## src/rtl/touch_gesture_recognizer_assert.svh

```systemverilog
// assertion macros shared by the touch gesture recognizer modules
`ifndef TOUCH_GESTURE_RECOGNIZER_ASSERT_SVH
`define TOUCH_GESTURE_RECOGNIZER_ASSERT_SVH

`ifndef NO_ASSERTIONS
// condition holds at every clock edge out of reset
`define TGR_ASSERT_COMB(lbl, cond, msg) \
  lbl: assert property (@(posedge clk) disable iff (rst) (cond)) else $error(msg);
// consequent holds in the cycle after the antecedent
`define TGR_ASSERT_NEXT(lbl, ante, cons, msg) \
  lbl: assert property (@(posedge clk) disable iff (rst) (ante) |=> (cons)) else $error(msg);
`else
`define TGR_ASSERT_COMB(lbl, cond, msg)
`define TGR_ASSERT_NEXT(lbl, ante, cons, msg)
`endif

`endif

```

## src/rtl/tgr_pkg.sv

```systemverilog
// shared types, constants and helpers of the touch gesture recognizer
package tgr_pkg;

  localparam int SLOT_COUNT = 10;
  localparam int IDX_W      = $clog2(SLOT_COUNT);
  localparam int CNT_W      = $clog2(SLOT_COUNT + 1);
  localparam int SUM_W      = 12 + CNT_W;
  localparam int CSTEP_W    = $clog2(SUM_W + 1);

  localparam logic [1:0] FN_DOWN = 2'd0;
  localparam logic [1:0] FN_MOVE = 2'd1;
  localparam logic [1:0] FN_UP   = 2'd2;
  localparam logic [1:0] FN_PROC = 2'd3;

  localparam logic [1:0] PH_BEGAN = 2'd0;
  localparam logic [1:0] PH_MOVED = 2'd1;
  localparam logic [1:0] PH_ENDED = 2'd2;

  localparam logic [1:0] K_TAP  = 2'd0;
  localparam logic [1:0] K_PAN  = 2'd1;
  localparam logic [1:0] K_LONG = 2'd2;
  localparam logic [1:0] K_NONE = 2'd3;

  localparam logic [2:0] CFG_WIDTH      = 3'd0;
  localparam logic [2:0] CFG_HEIGHT     = 3'd1;
  localparam logic [2:0] CFG_TAP_WIN    = 3'd2;
  localparam logic [2:0] CFG_SECOND_WIN = 3'd3;
  localparam logic [2:0] CFG_PAN_MIN    = 3'd4;
  localparam logic [2:0] CFG_LONG_PRESS = 3'd5;

  typedef struct packed {
    logic [31:0] finger;
    logic [23:0] start_xy;
    logic [31:0] start_time;
    logic [23:0] now_xy;
    logic [31:0] now_time;
    logic [1:0]  phase;
  } slot_rec_t;

  typedef struct packed {
    logic [1:0]  kind;
    logic [1:0]  phase;
    logic [3:0]  count;
    logic [11:0] x;
    logic [11:0] y;
  } gest_t;

  typedef struct packed {
    logic [1:0]       kind;
    logic [1:0]       phase;
    logic [CNT_W-1:0] count;
    logic [11:0]      x;
    logic [11:0]      y;
  } held_t;

  typedef struct packed {
    held_t            held;
    logic             sup;
    logic             over;
    logic [CNT_W-1:0] na;
    logic [CNT_W-1:0] ne;
    slot_rec_t        act0;
    slot_rec_t        act1;
    slot_rec_t        end0;
    logic [11:0]      an_x;
    logic [11:0]      an_y;
    logic [11:0]      as_x;
    logic [11:0]      as_y;
    logic [11:0]      en_x;
    logic [11:0]      en_y;
    logic [31:0]      s_lo;
    logic [31:0]      s_hi;
    logic [31:0]      e_lo;
    logic [31:0]      e_hi;
    logic [31:0]      now;
    logic [15:0]      tap_win;
    logic [15:0]      second_win;
    logic [11:0]      pan_min;
    logic [15:0]      long_press;
  } dec_in_t;

  typedef struct packed {
    held_t      held;
    logic       sup;
    gest_t      g0;
    gest_t      g1;
    logic [1:0] n;
    logic       clr_end;
    logic       upd_act;
  } dec_out_t;

  function automatic logic [11:0] xof(input logic [23:0] xy);
    return xy[23:12];
  endfunction

  function automatic logic [11:0] yof(input logic [23:0] xy);
    return xy[11:0];
  endfunction

  function automatic logic [3:0] sat_count(input logic [CNT_W-1:0] c);
    logic [3:0] r;
    if (int'(c) > 15) r = 4'd15;
    else r = 4'(c);
    return r;
  endfunction

  function automatic logic [11:0] absdiff12(input logic [11:0] a, input logic [11:0] b);
    return (a >= b) ? (a - b) : (b - a);
  endfunction

endpackage

```

## src/rtl/tgr_ram.sv

```systemverilog
// slot table memory, one write and one registered read port
`include "touch_gesture_recognizer_assert.svh"
module tgr_ram (
  input  logic                     clk,
  input  logic                     rst,
  input  logic                     wr_en,
  input  logic [tgr_pkg::IDX_W-1:0] wr_addr,
  input  tgr_pkg::slot_rec_t       wr_data,
  input  logic                     rd_en,
  input  logic [tgr_pkg::IDX_W-1:0] rd_addr,
  output tgr_pkg::slot_rec_t       rd_data
);
  import tgr_pkg::*;

  slot_rec_t              mem [SLOT_COUNT];
  logic [SLOT_COUNT-1:0]  written;
  slot_rec_t              mem_q;
  logic                   ok_q;

  always_ff @(posedge clk) begin
    if (wr_en) begin
      mem[wr_addr] <= wr_data;
    end
    if (rd_en) begin
      mem_q <= mem[rd_addr];
    end
  end

  // entries never written read as the all-zero reset record
  always_ff @(posedge clk) begin
    if (rst) begin
      written <= '0;
      ok_q    <= 1'b0;
    end else begin
      if (wr_en) begin
        written[wr_addr] <= 1'b1;
      end
      if (rd_en) begin
        ok_q <= written[rd_addr];
      end
    end
  end

  assign rd_data = ok_q ? mem_q : '0;

  `TGR_ASSERT_COMB(a_no_rw_overlap, !(wr_en && rd_en), "read and write in one cycle")

endmodule

```

## config.mk

```make
export PLATFORM = sky130hd
export DESIGN_NAME = tgr_ram
export DESIGN_NICKNAME = d
export VERILOG_FILES = /design/src/rtl/tgr_pkg.sv /design/src/rtl/tgr_ram.sv
export VERILOG_INCLUDE_DIRS = /design/src /design/src/rtl
export SDC_FILE = /design/constraint.sdc
export NUM_CORES = 1
export LEC_CHECK = 0
export BUFFER_PORTS_ARGS = -buffer_cell sky130_fd_sc_hd__buf_2
export CAP_MARGIN = 15
export CORE_MARGIN = 4
export CORE_UTILIZATION = 30
export DETAILED_ROUTE_END_ITERATION = 10
export HOLD_SLACK_MARGIN = 0.12
export PLACE_DENSITY = 0.49
export SYNTH_ARGS = -nofsm -noshare
export SYNTH_HDL_FRONTEND = slang
export SYNTH_SLANG_ARGS = --single-unit
```

## constraint.sdc

```tcl
create_clock -name clk -period 16.15 [get_ports clk]
set_clock_uncertainty 0.15 [all_clocks]
set_input_delay 0.8075 -clock clk [delete_from_list [all_inputs] [get_ports clk]]
set_output_delay 0.8075 -clock clk [all_outputs]
set_load 0.02 [all_outputs]
```

-- Word level (Yosys, flattened, before mapping)
Memory sizes are Yosys's and may differ from the RTL's. A register that Yosys moved wholly into a read port is not among the register bits.
Cells that the tools add are included.
Widths: inputs -> output; s select.
- memory bits (writable): 1460
- output and inout bits: 146
- latch bits: 0
- memories kept: 1
- word-level logic and storage cells: 15
- bits in registers: 11
- ROM bits: 0
- shifts and indexed selects: 0
- add/sub/neg operators: 0
- bitwise gates (word level): 1
- div/mod/pow operators: 0
- multipliers: 0
- order comparisons: 3
- eq/ne operators: 0
- muxes and demuxes: 7
- reduce and logical (&&, ||, !) cells: 1
- memory list (name ; words ; bits a word ; read ports ; clocked after Yosys merged registers in ; write ports ; line ; RTL):
    mem ; 10 ; 146 ; 1 ; 1 ; 1 ; tgr_ram.sv:15 ; slot_rec_t mem [SLOT_COUNT];
- operators with widths (operator ; number):
    $mux 146 ; 1
    $lt 4x5->1 const B ; 2
    $or 10x10->10 ; 1
    $bmux 1 s4 ; 1
    $demux 1 s4 ; 1
    $ge 4x1->1 const B ; 1
    $mux 1 ; 4
    $logic_and 1x1->1 ; 1

-- Longest topological paths before layout
Gate-level depths: netlist of the first run.
- depth after elaboration: 5
- mapped depth: 6

-- Worst setup path before layout of the first run
Ideal clock, no wire load.
- path kind: input -> register
- start: in wr_addr[2] (netlist name)
- end: mem mem[0][0] (netlist name), enable pin
- required time: 15.170 ns
- path buffers: 0
- path slack: 4.018 ns
- data arrival time: 11.152 ns
- library setup time: 0.830 ns
- stages: 2
- cell sequence: or3b_2 -> nor3_1
- RTL lines (what ; line ; RTL):
    from (decl) ; tgr_ram.sv:7 ; input logic [tgr_pkg::IDX_W-1:0] wr_addr,
    to (decl) ; tgr_ram.sv:15 ;
Straight into the memory's write port.

==> results.md, run 1 <==
Synth:
- By area, the combinational part of the netlist is dominated by multiplexers.
- The XOR/XNOR share of the synthesized area is 0%.
- The portion of the post-synthesis area used by sequential elements is 80.4%.
- In the synthesized netlist the async set-or-reset flop fraction comes to 0%.
- Synthesis produced a netlist whose cell count is 2370.
- The most used flip-flop cell after synthesis is sky130_fd_sc_hd__edfxtp_1.
- The adder-cell share of the synthesized area is 0%.
- After synthesis, the mean cell area works out to 25.4 um^2.
- Measured against the total synthesized area, the mux share comes to 16.5%.
- Yosys printed 0 warnings.
- Counting flops with a built-in enable in the synthesized netlist gives 1606.
- Counting flops and latches in the post-synthesis netlist gives 1617.
- Synthesis produced a netlist with a net count of 2528.
- The area fraction in and, or, nand and nor cells after synthesis is 1.81%.
- Summing every instance area after synthesis gives 60200 um^2.
- Summing the areas of all compound-gate instances in the mapped netlist gives 0.164% of the synthesized area.
- Counting distinct cell types in the post-synthesis netlist gives 28.

Clocking:
- The clock tree from TritonCTS is built.
- The clock root buffer master is sky130_fd_sc_hd__clkbuf_16.
- Once the clock tree was built, the setup fixing pass inserted 0 buffers.
- The number of buffers created by CTS is 170.
- The total number of clock tree sinks is 1617.
- The maximum root-to-sink buffer count is 3.
- The H-tree was split into 4 levels.
- The latest clock arrival within the worst-skew pair is 790 ps.
- The post-CTS clock slew at the launch and capture registers of the worst setup and hold paths is 60 ps.

Placed design:
- During placement, the flow inserted port buffers numbering 303.
- The number of cells in the design after placement is 5255.
- The post-detailed-placement half-perimeter wirelength is 80900 um.
- At the end of routability-driven placement, the weighted congestion stood at 0.708.

Hold path:
- In this run the most critical hold path is launched from wr_data[63].
- The endpoint of the worst hold-timing path is mem[3][63]$_DFFE_PP_.
- The cell depth of the worst hold path is 1.
- The type of the tightest min-delay check is primary input to register.

STA:
- The number of hold-slack violations in the final timing report was 0.
- The timing-limited maximum frequency is 0.242 GHz.
- The actual transition at the worst max-transition pin is 1120 ps.
- The max-slew violation total from the final report is 0.
- Measured against its own limit, the worst slew margin works out to 25.2%.
- Setup repair after global routing left no endpoint under its margin.
- For the final routed database, the setup TNS stands at 0 ps.
- Setup violations remaining at the end of the flow were counted as 0.
- The period utilization is 25.6%.
- The worst path in the final design needs a cycle of 4130 ps, including I/O delays and setup.

Global routing:
- The global-route usage over all layers is 14.6%.
- After global routing the overflow that remains totals 0.
- The number of global-route vias before repair came to 29500.
- The number of antenna violations at the first check in global routing came to 37.
- Entering global routing, the biggest net connects 106 pins.
- The wire length of the first global-routing pass is 219000 um.

Critical path:
- The signal arrival time at the worst endpoint is 3170 ps.
- The startpoint identified for the worst register-to-register timing path is ok_q$_SDFFE_PP0P_.
- The register-to-register setup slack is 13860 ps.
- STA classifies the critical path endpoint as an output pin.
- By startpoint and endpoint, the worst setup path is classified as register to output pin.
- Along the worst path, the maximum fanout reaches 67.
- At the worst endpoint, the required time is 15190 ps.
- STA classifies the critical path startpoint as a register.
- Counting cells, the worst reg-to-reg path comes to 4.
- The end of the worst register-to-register path is ok_q$_SDFFE_PP0P_.

Route:
- After detailed routing, the average wire length per cell comes to 26.9 um.
- Dividing the detail-routed via count by the number of cells gives 4.73.
- The first detailed-routing pass took 5 iterations.
- The total DRC errors in the routed layout is 0.
- The detailed-route via count is 27000.
- The count of antenna-violating nets left after detailed routing is 0.
- The sum of routed wire length over all layers is 154000 um.
- In this run, the number of DRC markers left after iteration 0 of detailed routing was 2190.

Layout:
- The post-route netlist has 34.0% of its cells at a drive strength greater than 1.
- After filler insertion, the fill cell instance count of the layout stands at 18200.
- The number of nets in the layout is 3071.
- The synthesis-to-finish area growth is 19.2%.
- Once layout is complete, the cells apart from fillers number 5720.

Power and ir drop:
- The leakage power is 23.0 nW.
- IR analysis of the VDD net gives a maximum drop of 0.109 mV.
- In this run the power density over the cells is 125 nW/um^2.

Floorplanning:
- The die span in x is 456 um.
- The total area inside the core boundary comes to 200000 um^2.
- The vertical die dimension is 456 um.
- For this configuration, the core starts out at a cell density of 30.2%.
- The number of core rows is 164.
- The die covers 208000 um^2.
- 304 I/O pins were placed.

Run status:
- The run finished with clean final reports.

Run:
- The count of max-cap constraint violations is 0.
==> cell usage after synthesis, types with 3 or more instances <==
cell type,count,share of area (%)
sky130_fd_sc_hd__a31oi_1,3,0.031
sky130_fd_sc_hd__buf_6,27,0.50
sky130_fd_sc_hd__nor2_1,15,0.093
sky130_fd_sc_hd__buf_1,13,0.081
sky130_fd_sc_hd__clkbuf_1,56,0.35
sky130_fd_sc_hd__buf_2,22,0.18
sky130_fd_sc_hd__mux4_2,439,16
sky130_fd_sc_hd__nor2b_1,5,0.052
sky130_fd_sc_hd__dfxtp_1,11,0.37
sky130_fd_sc_hd__edfxtp_1,1606,80
sky130_fd_sc_hd__a21oi_1,5,0.042
sky130_fd_sc_hd__and2_1,147,1.5
==> logic make-up (layout without fill, tap and decap cells) <==
kind of cell	after synthesis	count (layout)
AO/OA/AOI/OAI	14	14
buffers and inverters	119	799
flip-flops	1617	1617
multiplexers	441	441
other	0	14
AND/OR/NAND/NOR	179	179
==> registers in the layout, summed over array words and instances, names as in the netlist <==
| register | count |
|---|---|
| ok_q | 1 |
| written | 10 |
| mem_q | 146 |
| mem | 1460 |
==> critical path: stages (launching register included) <==
cell	delay (ps)
sky130_fd_sc_hd__dfxtp_4	960
sky130_fd_sc_hd__buf_4	730
sky130_fd_sc_hd__and2_1	390
sky130_fd_sc_hd__buf_2	220
==> through the flow <==
| stage | setup WS [ps] | power, mW | instance area, um^2 | hold WS, ps | utilization (%) |
|---|---|---|---|---|---|
| 6_report | 12020 | 8.94 | 71800 | 210 | 35.9 |
| 3_3_place_gp | 11480 | 5.22 | 64900 | 297 | 32.5 |
| 5_1_grt | 11830 | 9.27 | 71800 | 169 | 35.9 |
| 3_5_place_dp | 11410 | 5.24 | 64900 | 307 | 32.5 |
| 4_1_cts | 11850 | 9.08 | 71700 | 123 | 35.9 |
| 2_1_floorplan | 4020 | 5.08 | 60200 | 279 | - |
==> what timing repair did <==
| item | in CTS | in global routing |
|---|---|---|
| hold buffers | 142 | 0 |
| gates resized for setup | 0 | 0 |
| endpoints found under the hold margin | 1340 | 0 |
==> cell type report <==
| cell class | count | area, um^2 | area share, % |
|---|---|---|---|
| multi-input combinational | 634 | 11200 | 15.5 |
| sequential | 1617 | 48500 | 67.5 |
| clock inverter | 101 | 925 | 1.29 |
| timing repair buffer | 489 | 3390 | 4.72 |
| inverter | 1 | 3.75 | 0.00523 |
| antenna | 14 | 35.0 | 0.0488 |
| clock buffer | 208 | 4480 | 6.24 |
| tap | 2656 | 3320 | 4.63 |
==> placed cells by master, fill, tap and decap left out, types with 6 or more instances in the layout <==
cell,synthesis,layout
sky130_fd_sc_hd__edfxtp_1,1606,1606
sky130_fd_sc_hd__dfxtp_1,11,10
sky130_fd_sc_hd__bufinv_16,0,12
sky130_fd_sc_hd__and2_1,147,146
sky130_fd_sc_hd__diode_2,0,14
sky130_fd_sc_hd__buf_4,0,38
sky130_fd_sc_hd__dlygate4sd3_1,0,142
sky130_fd_sc_hd__clkinv_1,0,41
sky130_fd_sc_hd__mux4_2,439,439
sky130_fd_sc_hd__clkinv_2,0,28
sky130_fd_sc_hd__nor2_1,15,11
sky130_fd_sc_hd__buf_12,0,6
sky130_fd_sc_hd__clkbuf_1,56,34
sky130_fd_sc_hd__buf_2,22,298
sky130_fd_sc_hd__clkbuf_16,0,174
==> layer usage <==
layer / track usage (%) / part of all wire [%] / vias up / routed length, um
met5: 0 / 0.022 / - / 34
met4: 4.13 / 2.6 / 4 / 3990
met3: 2.50 / 4.1 / 266 / 6230
met2: 26.8 / 54 / 708 / 82900
met1: 17.6 / 39 / 14800 / 60600
li1: - / - / 11300 / -
==> report_power, final <==
| part | internal [mW] | leakage (nW) | total [mW] | switching [mW] |
|---|---|---|---|---|
| registers | 4.73 | 14.7 | 4.76 | 0.0299 |
| clock network | 2.17 | 2.63 | 3.77 | 1.60 |
| logic | 0.185 | 5.63 | 0.413 | 0.228 |
| total | 7.09 | 23.0 | 8.94 | 1.86 |
==> how the worst max path moves through the flow <==
| stage | from | end | slack, ps | cells past startpoint |
|---|---|---|---|---|
| 2_1_floorplan | wr_addr[2] | mem[0][0]$_DFFE_PP_ | 4020 | 2 |
| 3_3_place_gp | rd_addr[1] | mem_q[96]$_DFFE_PP_ | 11480 | 5 |
| 5_1_grt | ok_q$_SDFFE_PP0P_ | rd_data[43] | 11830 | 3 |
| 4_1_cts | ok_q$_SDFFE_PP0P_ | rd_data[43] | 11850 | 3 |
| 3_5_place_dp | rd_addr[1] | mem_q[109]$_DFFE_PP_ | 11410 | 5 |
| 6_report | ok_q$_SDFFE_PP0P_ | rd_data[43] | 12020 | 3 |
(Power assumes the default switching activity.)
==> run 2: changes to the inputs <==
==> constraint.sdc (replaced) <==
create_clock -name clk -period 4 [get_ports clk]
set_clock_uncertainty 0.15 [all_clocks]
set_input_delay 0.2 -clock clk [delete_from_list [all_inputs] [get_ports clk]]
set_output_delay 0.2 -clock clk [all_outputs]
set_load 0.02 [all_outputs]
==> run 2 against run 1 <==
  * Core utilization increased by 1.5 points
  * Combinational power grew to 4.5 times the previous value
  * First-iteration DRC count down 9.9%
  * Non-clock buffer count grew 226
  * Final cell count rose by 4.0%
==> results.md, run 2 (synthesis results as in run 1) <==
Run status:
- Run status: complete, no violations (unchanged).

Power and ir drop:
- The fraction of power consumed by sequential logic is 51.7% (was 53.2%).
- The power density normalized to cell area is 497 nW/um^2 (was 125 nW/um^2).
- The power spent charging and discharging nets is 7.72 mW (was 1.86 mW).
- The worst supply voltage drop on vdd was 0.396 mV (was 0.109 mV).
- The combinational share of power came to 5.0% (was 4.6%).
- The total internal power was 29.4 mW (was 7.09 mW).
- The switching part of the total power is 20.8% (about the same).
- The fraction of power consumed by the clock network is 43.3% (was 42.1%).
- The leakage power was 24.3 nW (was 23.0 nW).

Floorplanning:
- The area of the die is 208000 um^2 (unchanged).
- The die span in x is 456 um (unchanged).
- The floorplan core area is 200000 um^2 (unchanged).
- The vertical die dimension was 456 um (unchanged).
- The number of core rows is 164 (unchanged).
- The initial core utilization is 30.2% (unchanged).
- The boundary pin count is 304 (unchanged).

Global routing:
- The number of antenna violations at the first check in global routing is 24 (was 37).
- The global-route congestion overflow total is 0 (unchanged).
- The number of global-route vias before repair is 30400 (was 29500).
- The wire length of the first global-routing pass is 222000 um (was 219000 um).
- The pin count of the biggest net entering global routing was 85 (was 106).
- The global-route usage over all layers is 14.8% (was 14.6%).

Layout:
- Most used cells in the layout excluding fill and tap cells: sky130_fd_sc_hd__edfxtp_1 (1606), sky130_fd_sc_hd__mux4_2 (439), sky130_fd_sc_hd__dlygate4sd3_1 (310) (was sky130_fd_sc_hd__edfxtp_1 (1606), sky130_fd_sc_hd__mux4_2 (439), sky130_fd_sc_hd__buf_2 (298)).
- The synthesis-to-finish area growth is 24.2% (was 19.2%).
- Largest regs: mem (1460), mem_q (146), written (10) (unchanged).
- The count of fill cells added during filler insertion was 17900 (was 18200).
- The number of nets in the layout was 3298 (was 3071).
- The most frequent standard cell in the layout excluding fill and tap cells was sky130_fd_sc_hd__edfxtp_1 (unchanged).
- The largest register by flop count is mem (unchanged).
- The share of cells above drive strength 1 was 33.8% (was 34.0%).
- The number of flip-flops under the largest register name was 1460 (unchanged).
- The area of all placed cells without fillers is 74800 um^2 (was 71800 um^2).

Route:
- The mean routed wirelength per cell is 26.0 um (was 26.9 um).
- The total DRC errors in the routed layout is 0 (unchanged).
- The sum of routed wire length over all layers is 155000 um (was 154000 um).
- The via count normalized by instance count is 4.66 (was 4.73).
- The count of antenna-violating nets left after detailed routing is 0 (unchanged).
- The detailed-route via count is 27700 (was 27000).
- The starting DRC count in detailed routing is 1974 (was 2190).
- The total iterations of the first detailed-routing run is 5 (unchanged).

Placed design:
- The final weighted congestion in routability-driven placement is 0.703 (was 0.708).
- The post-detailed-placement half-perimeter wirelength is 85600 um (was 80900 um).
- The setup slack at placement came to 1220 ps (was 11410 ps).
- The count of port buffers added during placement was 303 (unchanged).
- The post-detailed-placement cell area is 65900 um^2 (was 64900 um^2).

STA:
- The number of hold-slack violations in the final timing report is 0 (unchanged).
- The actual transition at the worst max-transition pin is 926 ps (was 1120 ps).
- For this run, the top clock speed supported by timing is 0.335 GHz.
- The slack of the critical path was 1010 ps (was 12020 ps).
- Unrepaired setup endpoints after global routing: no (unchanged).
- The final setup violation count is 0 (unchanged).
- Counting I/O delays and the setup requirement, the final critical path takes 2990 ps.
- Of the available clock period, the critical path in the final layout requires 74.6%.
- The max-slew violation total from the final report is 0 (unchanged).
- The worst slew slack as a fraction of its limit is 38.1% (was 25.2%).

Clocking:
- The number of buffers created by CTS came to 171 (was 170).
- The number of H-tree branching levels came to 4 (unchanged).
- The latest clock arrival within the worst-skew pair came to 810 ps (was 790 ps).
- The clock tree from TritonCTS is built (unchanged).
- The clock root buffer master is sky130_fd_sc_hd__clkbuf_16 (unchanged).
- The maximum root-to-sink buffer count is 3 (unchanged).
- The count of buffers added by post-CTS timing repair for setup is 0 (unchanged).
- The total number of clock tree sinks was 1617 (unchanged).
- The post-CTS clock slew at the launch and capture registers of the worst setup and hold paths is 60 ps (about the same).
- The post-cts repair resize count was 0 (unchanged).

Hold path:
- The type of the tightest min-delay check is primary input to register (unchanged).

Critical path:
- The signal arrival time at the worst endpoint was 2640 ps (was 3170 ps).
- The class of the most critical setup path is register to output pin (unchanged).
- The critical-path maximum fanout is 53 (was 67).
- The kind of start point of the critical path is a register (unchanged).
- The type of element capturing the critical path is an output pin (unchanged).
- The required time of the critical path is 3650 ps (was 15190 ps).

Run:
- The count of max-cap constraint violations came to 0 (unchanged).
## run 2: path summary, 6_finish.rpt
check	start	end	slack [ps]	cells after the start
setup / recovery	ok_q$_SDFFE_PP0P_	rd_data[24]	1010	3
hold / removal	wr_data[50]	mem[2][50]$_DFFE_PP_	190	2
setup reg to reg	written[3]$_SDFFE_PP0P_	ok_q$_SDFFE_PP0P_	1680	5
hold reg to reg	written[8]$_SDFFE_PP0P_	written[8]$_SDFFE_PP0P_	330	1
## run 2: critical path, stage by stage (launching register included)
cell and delay (ps):
sky130_fd_sc_hd__dfxtp_4 830, sky130_fd_sc_hd__buf_12 380, sky130_fd_sc_hd__and2_1 280, sky130_fd_sc_hd__buf_2 200
## run 2: layout make-up
type | instances | area (um^2) | share of cell area [%]
inverter | 1 | 3.75 | 0.00502
antenna | 8 | 20.0 | 0.0268
clock buffer | 202 | 4480 | 5.99
clock inverter | 117 | 1320 | 1.76
tap | 2656 | 3320 | 4.44
multi-input combinational | 634 | 11200 | 14.9
timing repair buffer | 715 | 6010 | 8.03
sequential | 1617 | 48500 | 64.8
## run 2: routing by layer
layer | global-route usage [%] | vias up | wire, um
met2 | 26.6 | 691 | 82500
met5 | 0 | - | 28
met1 | 18.3 | 15100 | 62200
met3 | 2.65 | 214 | 6410
li1 | - | 11800 | -
met4 | 3.92 | 6 | 3430
## run 2: repair_timing
| item | in CTS | in global routing |
|---|---|---|
| hold buffers | 310 | 0 |
| setup endpoints to repair | 0 | 0 |
| endpoints found under the hold margin | 2111 | 0 |
## run 2: power groups by stage
stage / clock network [mW] / registers [mW] / logic (mW)
2_1_floorplan: 0 / 19.5 / 0.940
3_3_place_gp: 0 / 19.5 / 1.60
3_5_place_dp: 0 / 19.6 / 1.65
4_1_cts: 16.6 / 19.2 / 1.92
5_1_grt: 17.3 / 19.2 / 2.00
6_report: 16.1 / 19.2 / 1.86
## run 2: metrics by stage
step	TNS, ps	hold WS (ps)	total power, mW	cells	utilization (%)
floorplan	-1256370	149	20.5	2370	-
global placement	0	297	21.1	5312	33.0
detailed placement	0	313	21.2	5313	33.0
CTS	0	123	37.7	5942	37.4
global route	0	169	38.5	5947	37.4
finish	0	185	37.2	5950	37.5
